$ cat config.mk
export PLATFORM = sky130hd
export DESIGN_NAME = mwr_div
export DESIGN_NICKNAME = d
export VERILOG_FILES = /design/src/rtl/core/mesh_wormhole_router_unit_assert.svh /design/src/rtl/core/mwr_div.sv
export SDC_FILE = /design/constraint.sdc
export NUM_CORES = 1
export LEC_CHECK = 0
export BUFFER_PORTS_ARGS = -buffer_cell sky130_fd_sc_hd__buf_2
export CAP_MARGIN = 20
export CORE_MARGIN = 3
export CORE_UTILIZATION = 45
export DETAILED_ROUTE_END_ITERATION = 8
export PLACE_DENSITY = 0.67
export SYNTH_ARGS = -nofsm -noshare
export SYNTH_HDL_FRONTEND = slang
export SYNTH_SLANG_ARGS = --single-unit
$ cat constraint.sdc
create_clock -name clk -period 5.1 [get_ports clk]
set_clock_uncertainty 0.2 [all_clocks]
set_input_delay 0.255 -clock clk [delete_from_list [all_inputs] [get_ports clk]]
set_output_delay 0.255 -clock clk [all_outputs]
set_load 0.05 [all_outputs]
$ cat src/rtl/core/mesh_wormhole_router_unit_assert.svh
// Assertion macros for the router core.
`ifndef MESH_WORMHOLE_ROUTER_UNIT_ASSERT_SVH
`define MESH_WORMHOLE_ROUTER_UNIT_ASSERT_SVH
`ifndef SYNTHESIS
`define MWR_ASSERT(label, prop, msg) \
  label: assert property (@(posedge clk) disable iff (!rst_n) (prop)) else $error(msg);
`define MWR_ASSERT_NEXT(label, ante, cons, msg) \
  label: assert property (@(posedge clk) disable iff (!rst_n) (ante) |=> (cons)) \
    else $error(msg);
`else
`define MWR_ASSERT(label, prop, msg)
`define MWR_ASSERT_NEXT(label, ante, cons, msg)
`endif
`endif

$ cat src/rtl/core/mwr_div.sv
module mwr_div (
  input  logic       clk,
  input  logic       rst_n,
  input  logic       go,
  input  logic [7:0] dividend,
  input  logic [4:0] divisor,
  output logic       done,
  output logic [7:0] quot,
  output logic [4:0] rem
);

  logic       run_r, run_nxt;
  logic       done_r, done_nxt;
  logic [3:0] cnt_r, cnt_nxt;
  logic [7:0] q_r, q_nxt;
  logic [4:0] r_r, r_nxt;
  logic [4:0] d_r, d_nxt;
  logic [5:0] trial;

  assign trial = {r_r, q_r[7]};

  always_comb begin
    run_nxt  = run_r;
    done_nxt = 1'b0;
    cnt_nxt  = cnt_r;
    q_nxt    = q_r;
    r_nxt    = r_r;
    d_nxt    = d_r;
    if (go) begin
      run_nxt = 1'b1;
      cnt_nxt = 4'd0;
      q_nxt   = dividend;
      r_nxt   = 5'd0;
      d_nxt   = divisor;
    end else if (run_r) begin
      if (trial >= {1'b0, d_r}) begin
        r_nxt = 5'(trial - {1'b0, d_r});
        q_nxt = {q_r[6:0], 1'b1};
      end else begin
        r_nxt = trial[4:0];
        q_nxt = {q_r[6:0], 1'b0};
      end
      cnt_nxt = 4'(cnt_r + 4'd1);
      if (cnt_r == 4'd7) begin
        run_nxt  = 1'b0;
        done_nxt = 1'b1;
      end
    end
  end

  always_ff @(posedge clk) begin
    if (!rst_n) begin
      run_r  <= 1'b0;
      done_r <= 1'b0;
      cnt_r  <= 4'd0;
    end else begin
      run_r  <= run_nxt;
      done_r <= done_nxt;
      cnt_r  <= cnt_nxt;
    end
    q_r <= q_nxt;
    r_r <= r_nxt;
    d_r <= d_nxt;
  end

  assign done = done_r;
  assign quot = q_r;
  assign rem  = r_r;

endmodule

Word level (Yosys, flattened, before mapping)
Cells that the tools add are included.
{"block": "totals", "input_bits": 16, "output_inout_bits": 14, "wordCells": 23, "register_bits": 24}
{"block": "classes", "eq_ne": 1, "n_lt_le_gt_ge": 1, "reduce_logical": 3, "n_bitwise": 2, "mux": 8, "addsub": 2}
{"operator": "8-bit two-way mux", "n": 2}
{"operator": "6-bit by 5-bit >= comparator with 1-bit output", "n": 1}
{"operator": "1-bit two-way mux", "n": 5}
{"operator": "5-bit two-way mux", "n": 1}
{"operator": "5-bit subtractor", "n": 1}
{"operator": "4-bit by 1-bit adder with 4-bit output (second input constant)", "n": 1}
{"operator": "4-bit by 3-bit equality test with 1-bit output (second input constant)", "n": 1}
{"operator": "3-bit OR reduction", "n": 1}
{"operator": "1-bit NOT", "n": 2}
{"operator": "2-bit nonzero test", "n": 1}
{"operator": "2-bit OR reduction", "n": 1}

Longest topological paths before layout
{"block": "logic_depth", "ltp_word": 4, "ltp_mapped": 8, "depth_no_buf": 8}

Worst setup path before layout
Ideal clock, no wire load.
{"block": "synth_path", "path_kind": "reg-to-reg", "from": "reg q_r[7] (netlist: quot[7])", "to": "reg r_r[2] (netlist: rem[2])", "setup_ns": 0.095, "path_buffers": 0, "path_slack_ns": 2.485, "path_stages_with_launch": 9, "period_less_slack_ns": 2.615, "t_required_ns": 4.805, "arrival_ns": 2.320, "cell_sequence": "edfxtp_1 inv_1 ha_1 inv_1 fa_1 a211o_1 o211a_1 or4_1 o311ai_1"}
{"block": "synth_between", "elab_chain_cells": 2, "elab_cells_between_ends": 3, "classes_between": "add/sub (1); order compare (1); mux (1)"}
{"element": "start, declared", "line": "mwr_div.sv:15", "rtl": "logic [7:0] q_r, q_nxt;"}
{"element": "start signal, assigned", "line": "mwr_div.sv:61", "rtl": "q_r <= q_nxt;"}
{"element": "5-bit subtractor or 6-bit by 5-bit >= comparator with 1-bit output (tied branches)", "line": "mwr_div.sv:37, mwr_div.sv:36"}
{"element": "5-bit two-way mux (*)", "line": "mwr_div.sv:36", "rtl": "if (trial >= {1'b0, d_r}) begin"}
{"element": "end signal, assigned", "line": "mwr_div.sv:62", "rtl": "r_r <= r_nxt;"}
{"element": "end, declared", "line": "mwr_div.sv:16", "rtl": "logic [4:0] r_r, r_nxt;"}
Mark *: on every way between the ends. The rest lies on a longest branch, timed or not.
A chain may end at the register's enable or synchronous reset.

Worst setup path in the final report
Same ends and word-level chain as after synthesis.

==> impl_metrics.json <==
{
  "place_inst": 157,
  "postSynthRegisterBits": 24,
  "final_cell_mix": "29 x sky130_fd_sc_hd__buf_2, 13 x sky130_fd_sc_hd__edfxtp_1, 11 x sky130_fd_sc_hd__dfxtp_1",
  "tritoncts_clock_tree": "done",
  "startpoint_type": "flop",
  "run_status": "finished clean",
  "post_route_cells_drive_above_1_share_pct": 31.7,
  "synth_top_family_by_area": "simple AND/OR/NAND/NOR gates",
  "synth.avg_cell_area_um2": 11.4,
  "async_set_reset_flop_share_out_of_synthesis_pct": 0,
  "worst_setup_path_end_kind": "flop",
  "ys_seq_area_share_pct": 51.5,
  "synth_compound_area_share_pct": 12.3,
  "worst-endpoint-arrival_ns": 2.55,
  "switching_share_pct": 29.9,
  "cp_data_required_time_ns": 5.12,
  "mappedNetlistNets": 127,
  "pwr_per_cell_area_nw_per_um2": 338,
  "grt_setup_unrepaired": "no",
  "critical_path.reg2reg.endpoint": "rem[2]$_SDFFE_PP0P_",
  "grt_use_met1_pct": 20.1,
  "globalplace.congestion": 0.818,
  "postCtsSetupRepairBufs": 0,
  "reg2reg_start": "quot[7]$_DFFE_PP_",
  "effective_utilization_at_floorplan_pct": 50.2,
  "yosysTopAreaCellShare_pct": 32.9,
  "grt_use_met2_pct": 23.9,
  "vias_in_the_first_global_route": 883,
  "global_route.overflow_total": 0,
  "grt.met3_usage_pct": 2.26,
  "floorplan.die_area_um2": 3290,
  "slew_violations": 0,
  "synth_enable_flop_cells": 13,
  "grt_max_degree": 26,
  "share_seq_of_total_power_pct": 47.0,
  "worstSetupPathType": "reg -> reg",
  "worst_hold_path_depth": 2,
  "filler_cell_count": 203,
  "number_of_hold_violations_in_the_final_report": 0,
  "synth_top_flop_cell": "sky130_fd_sc_hd__edfxtp_1",
  "die_x_um": 57.3,
  "io-pin-count": 30,
  "min_path_type": "in -> reg",
  "ctsLongestPathBuffers": 2,
  "post_synth_main_area_contributors": "sky130_fd_sc_hd__edfxtp_1 33%, sky130_fd_sc_hd__dfxtp_1 19%, sky130_fd_sc_hd__mux2_2 6.6%, sky130_fd_sc_hd__ha_1 6.3%, sky130_fd_sc_hd__nor2_1 2.8%",
  "clock_insertion_delay_at_the_later_pin_of_the_skew_report_ns": 0.31,
  "switchingPower_w": 0.000148,
  "max_freq_mhz": 396,
  "number_of_antenna_violations_at_the_first_check_in_global_routing": 0,
  "post_layout_nonfiller_instances": 167,
  "worstRegToRegCells": 8,
  "cell_internal_pwr_w": 0.000347,
  "fin_total_pwr_w": 0.000495,
  "n_antenna_cell": 0,
  "vias": 920,
  "min_to": "quot[4]$_DFFE_PP_",
  "htreeDepth": 1,
  "final_nets": 163,
  "post_synth_num_cell_types": 37,
  "tritoncts_buffer_count": 3,
  "drt_iter0_markers": 20,
  "clk_root_buf": "sky130_fd_sc_hd__clkbuf_4",
  "layer_carrying_the_most_global_route_usage": "met2",
  "detail_route.wirelength_um": 2260,
  "place_area_um2": 1350,
  "min_period_ns": 2.53,
  "tritoncts_num_sinks": 24,
  "finish.instance_area_um2": 1460,
  "hold_start": "dividend[4]",
  "number_of_instances_in_the_synthesized_netlist": 104,
  "final_common_cell": "sky130_fd_sc_hd__buf_2",
  "buffer_ports.inserted": 29,
  "hpwl_um": 1640,
  "report.final.setup_viol": 0,
  "synth_simple_gate_area_share_pct": 13.5,
  "drv.max_cap_violation_count": 0,
  "drtPass1Iterations": 4,
  "die_h_um": 57.3,
  "routed_wire_length_per_instance_um": 13.5,
  "regToRegSetupSlack_ns": 2.57,
  "timing.slew.headroom_pct": 52.6,
  "core_area_um2": 2360,
  "hold_buffers": 6,
  "post_synth_fa_ha_maj_area_fraction_pct": 8.02,
  "groute.usage.overall_pct": 14.8,
  "timing.critical_path.fanout_max": 4,
  "viasPerCell": 5.51,
  "final_min_period_over_clock_period_pct": 49.6,
  "post_synth_instance_area_um2": 1190,
  "rows": 17,
  "tns_ns": 0,
  "muxShareOfSynthArea_pct": 7.49,
  "power.share.clock_pct": 27.4,
  "clkTransAtPathRegs_ns": 0.13,
  "cts.repair.resized": 0,
  "synthToLayoutAreaGrowth_pct": 23.4,
  "power.leakage_nw": 0.641,
  "pwr-share-comb_pct": 25.6,
  "grt_first_pass_wirelength_um": 3850,
  "synth_xor_xnor_area_share_pct": 3.69,
  "detail-route-antenna-nets": 0,
  "post-synth-top-area-cell": "sky130_fd_sc_hd__edfxtp_1",
  "worstMarginPinSlew_ns": 0.707,
  "route.detailed.drc": 0,
  "synthesis.yosys.warnings": 0,
  "vdd_ir_drop_max_mv": 0.214
}
-- worst max-delay path: stages, from the launching register on --
cell                       delay [ns]
sky130_fd_sc_hd__edfxtp_1        0.42
sky130_fd_sc_hd__inv_1           0.08
sky130_fd_sc_hd__ha_1            0.18
sky130_fd_sc_hd__inv_1           0.06
sky130_fd_sc_hd__fa_1            0.42
sky130_fd_sc_hd__a211o_1         0.30
sky130_fd_sc_hd__o211a_1         0.17
sky130_fd_sc_hd__or4_1           0.51
sky130_fd_sc_hd__o311ai_1        0.10
-- sequential cells by signal (all words and copies together), names as in the netlist --
| register | flops |
|---|---|
| quot | 8 |
| done | 1 |
| rem | 5 |
| cnt_r | 4 |
| run_r | 1 |
| d_r | 5 |
-- worst max path at each step --
stage	slack (ns)	start	to	depth (start not counted)
after floorplan	2.48	quot[7]$_DFFE_PP_	rem[2]$_SDFFE_PP0P_	8
after global placement	2.73	quot[7]$_DFFE_PP_	rem[2]$_SDFFE_PP0P_	8
after detailed placement	2.63	quot[7]$_DFFE_PP_	rem[2]$_SDFFE_PP0P_	8
after CTS	2.59	quot[7]$_DFFE_PP_	rem[2]$_SDFFE_PP0P_	8
after global routing	2.46	quot[7]$_DFFE_PP_	rem[2]$_SDFFE_PP0P_	8
final	2.57	quot[7]$_DFFE_PP_	rem[2]$_SDFFE_PP0P_	8
-- synth_stat cells, types with 2 or more instances --
cell type and n:
sky130_fd_sc_hd__a211o_1 2, sky130_fd_sc_hd__a211oi_1 2, sky130_fd_sc_hd__a21oi_1 5, sky130_fd_sc_hd__a311oi_1 2
sky130_fd_sc_hd__clkbuf_1 4, sky130_fd_sc_hd__dfxtp_1 11, sky130_fd_sc_hd__edfxtp_1 13, sky130_fd_sc_hd__ha_1 6
sky130_fd_sc_hd__inv_1 7, sky130_fd_sc_hd__mux2_2 7, sky130_fd_sc_hd__nand2_1 4, sky130_fd_sc_hd__nand2b_1 2
sky130_fd_sc_hd__nand3_1 2, sky130_fd_sc_hd__nand3b_1 2, sky130_fd_sc_hd__nor2_1 9, sky130_fd_sc_hd__nor2b_1 2
sky130_fd_sc_hd__xnor2_1 3, sky130_fd_sc_hd__xor2_1 2
-- metrics by stage --
stage               hold slack [ns]  util (%)  setup WS (ns)
floorplan                     0.154         -           2.48
global placement              0.231      57.2           2.73
detailed placement            0.233      57.2           2.63
CTS                          0.0273      62.0           2.59
global route                 0.0203      62.0           2.46
finish                       0.0358      62.0           2.57
-- metal layers --
metal | part of all wire, % | routed length (µm)
met1 | 47 | 1060
met4 | 1.4 | 32
met2 | 45 | 1020
met5 | 0 | 0
met3 | 6.3 | 143
-- final cells by class --
| type | count | area, µm² | share of cell area (%) |
|---|---|---|---|
| clock buffers | 3 | 22.5 | 1.54 |
| inverters | 7 | 26.3 | 1.79 |
| flip-flops and latches | 24 | 611 | 41.7 |
| multi-input cells | 69 | 534 | 36.5 |
| repair buffers | 35 | 205 | 14.0 |
| clock inverters | 1 | 30.0 | 2.05 |
| well taps | 28 | 35.0 | 2.39 |
-- power groups by stage --
stage	logic, W	clock network, W	registers (W)
after floorplan	0.0000592	0	0.000271
final	0.000127	0.000135	0.000233
after CTS	0.000127	0.000140	0.000233
after global placement	0.000121	0	0.000236
after global routing	0.000138	0.000147	0.000236
after detailed placement	0.000123	0	0.000237
-- logic make-up after synthesis --
group | Yosys count
xor+xnor | 5
flops | 24
mux | 8
simple gates | 29
buf+inv | 11
fa+ha+maj | 7
compound gates | 20
Power figures use the tool's default switching activity.
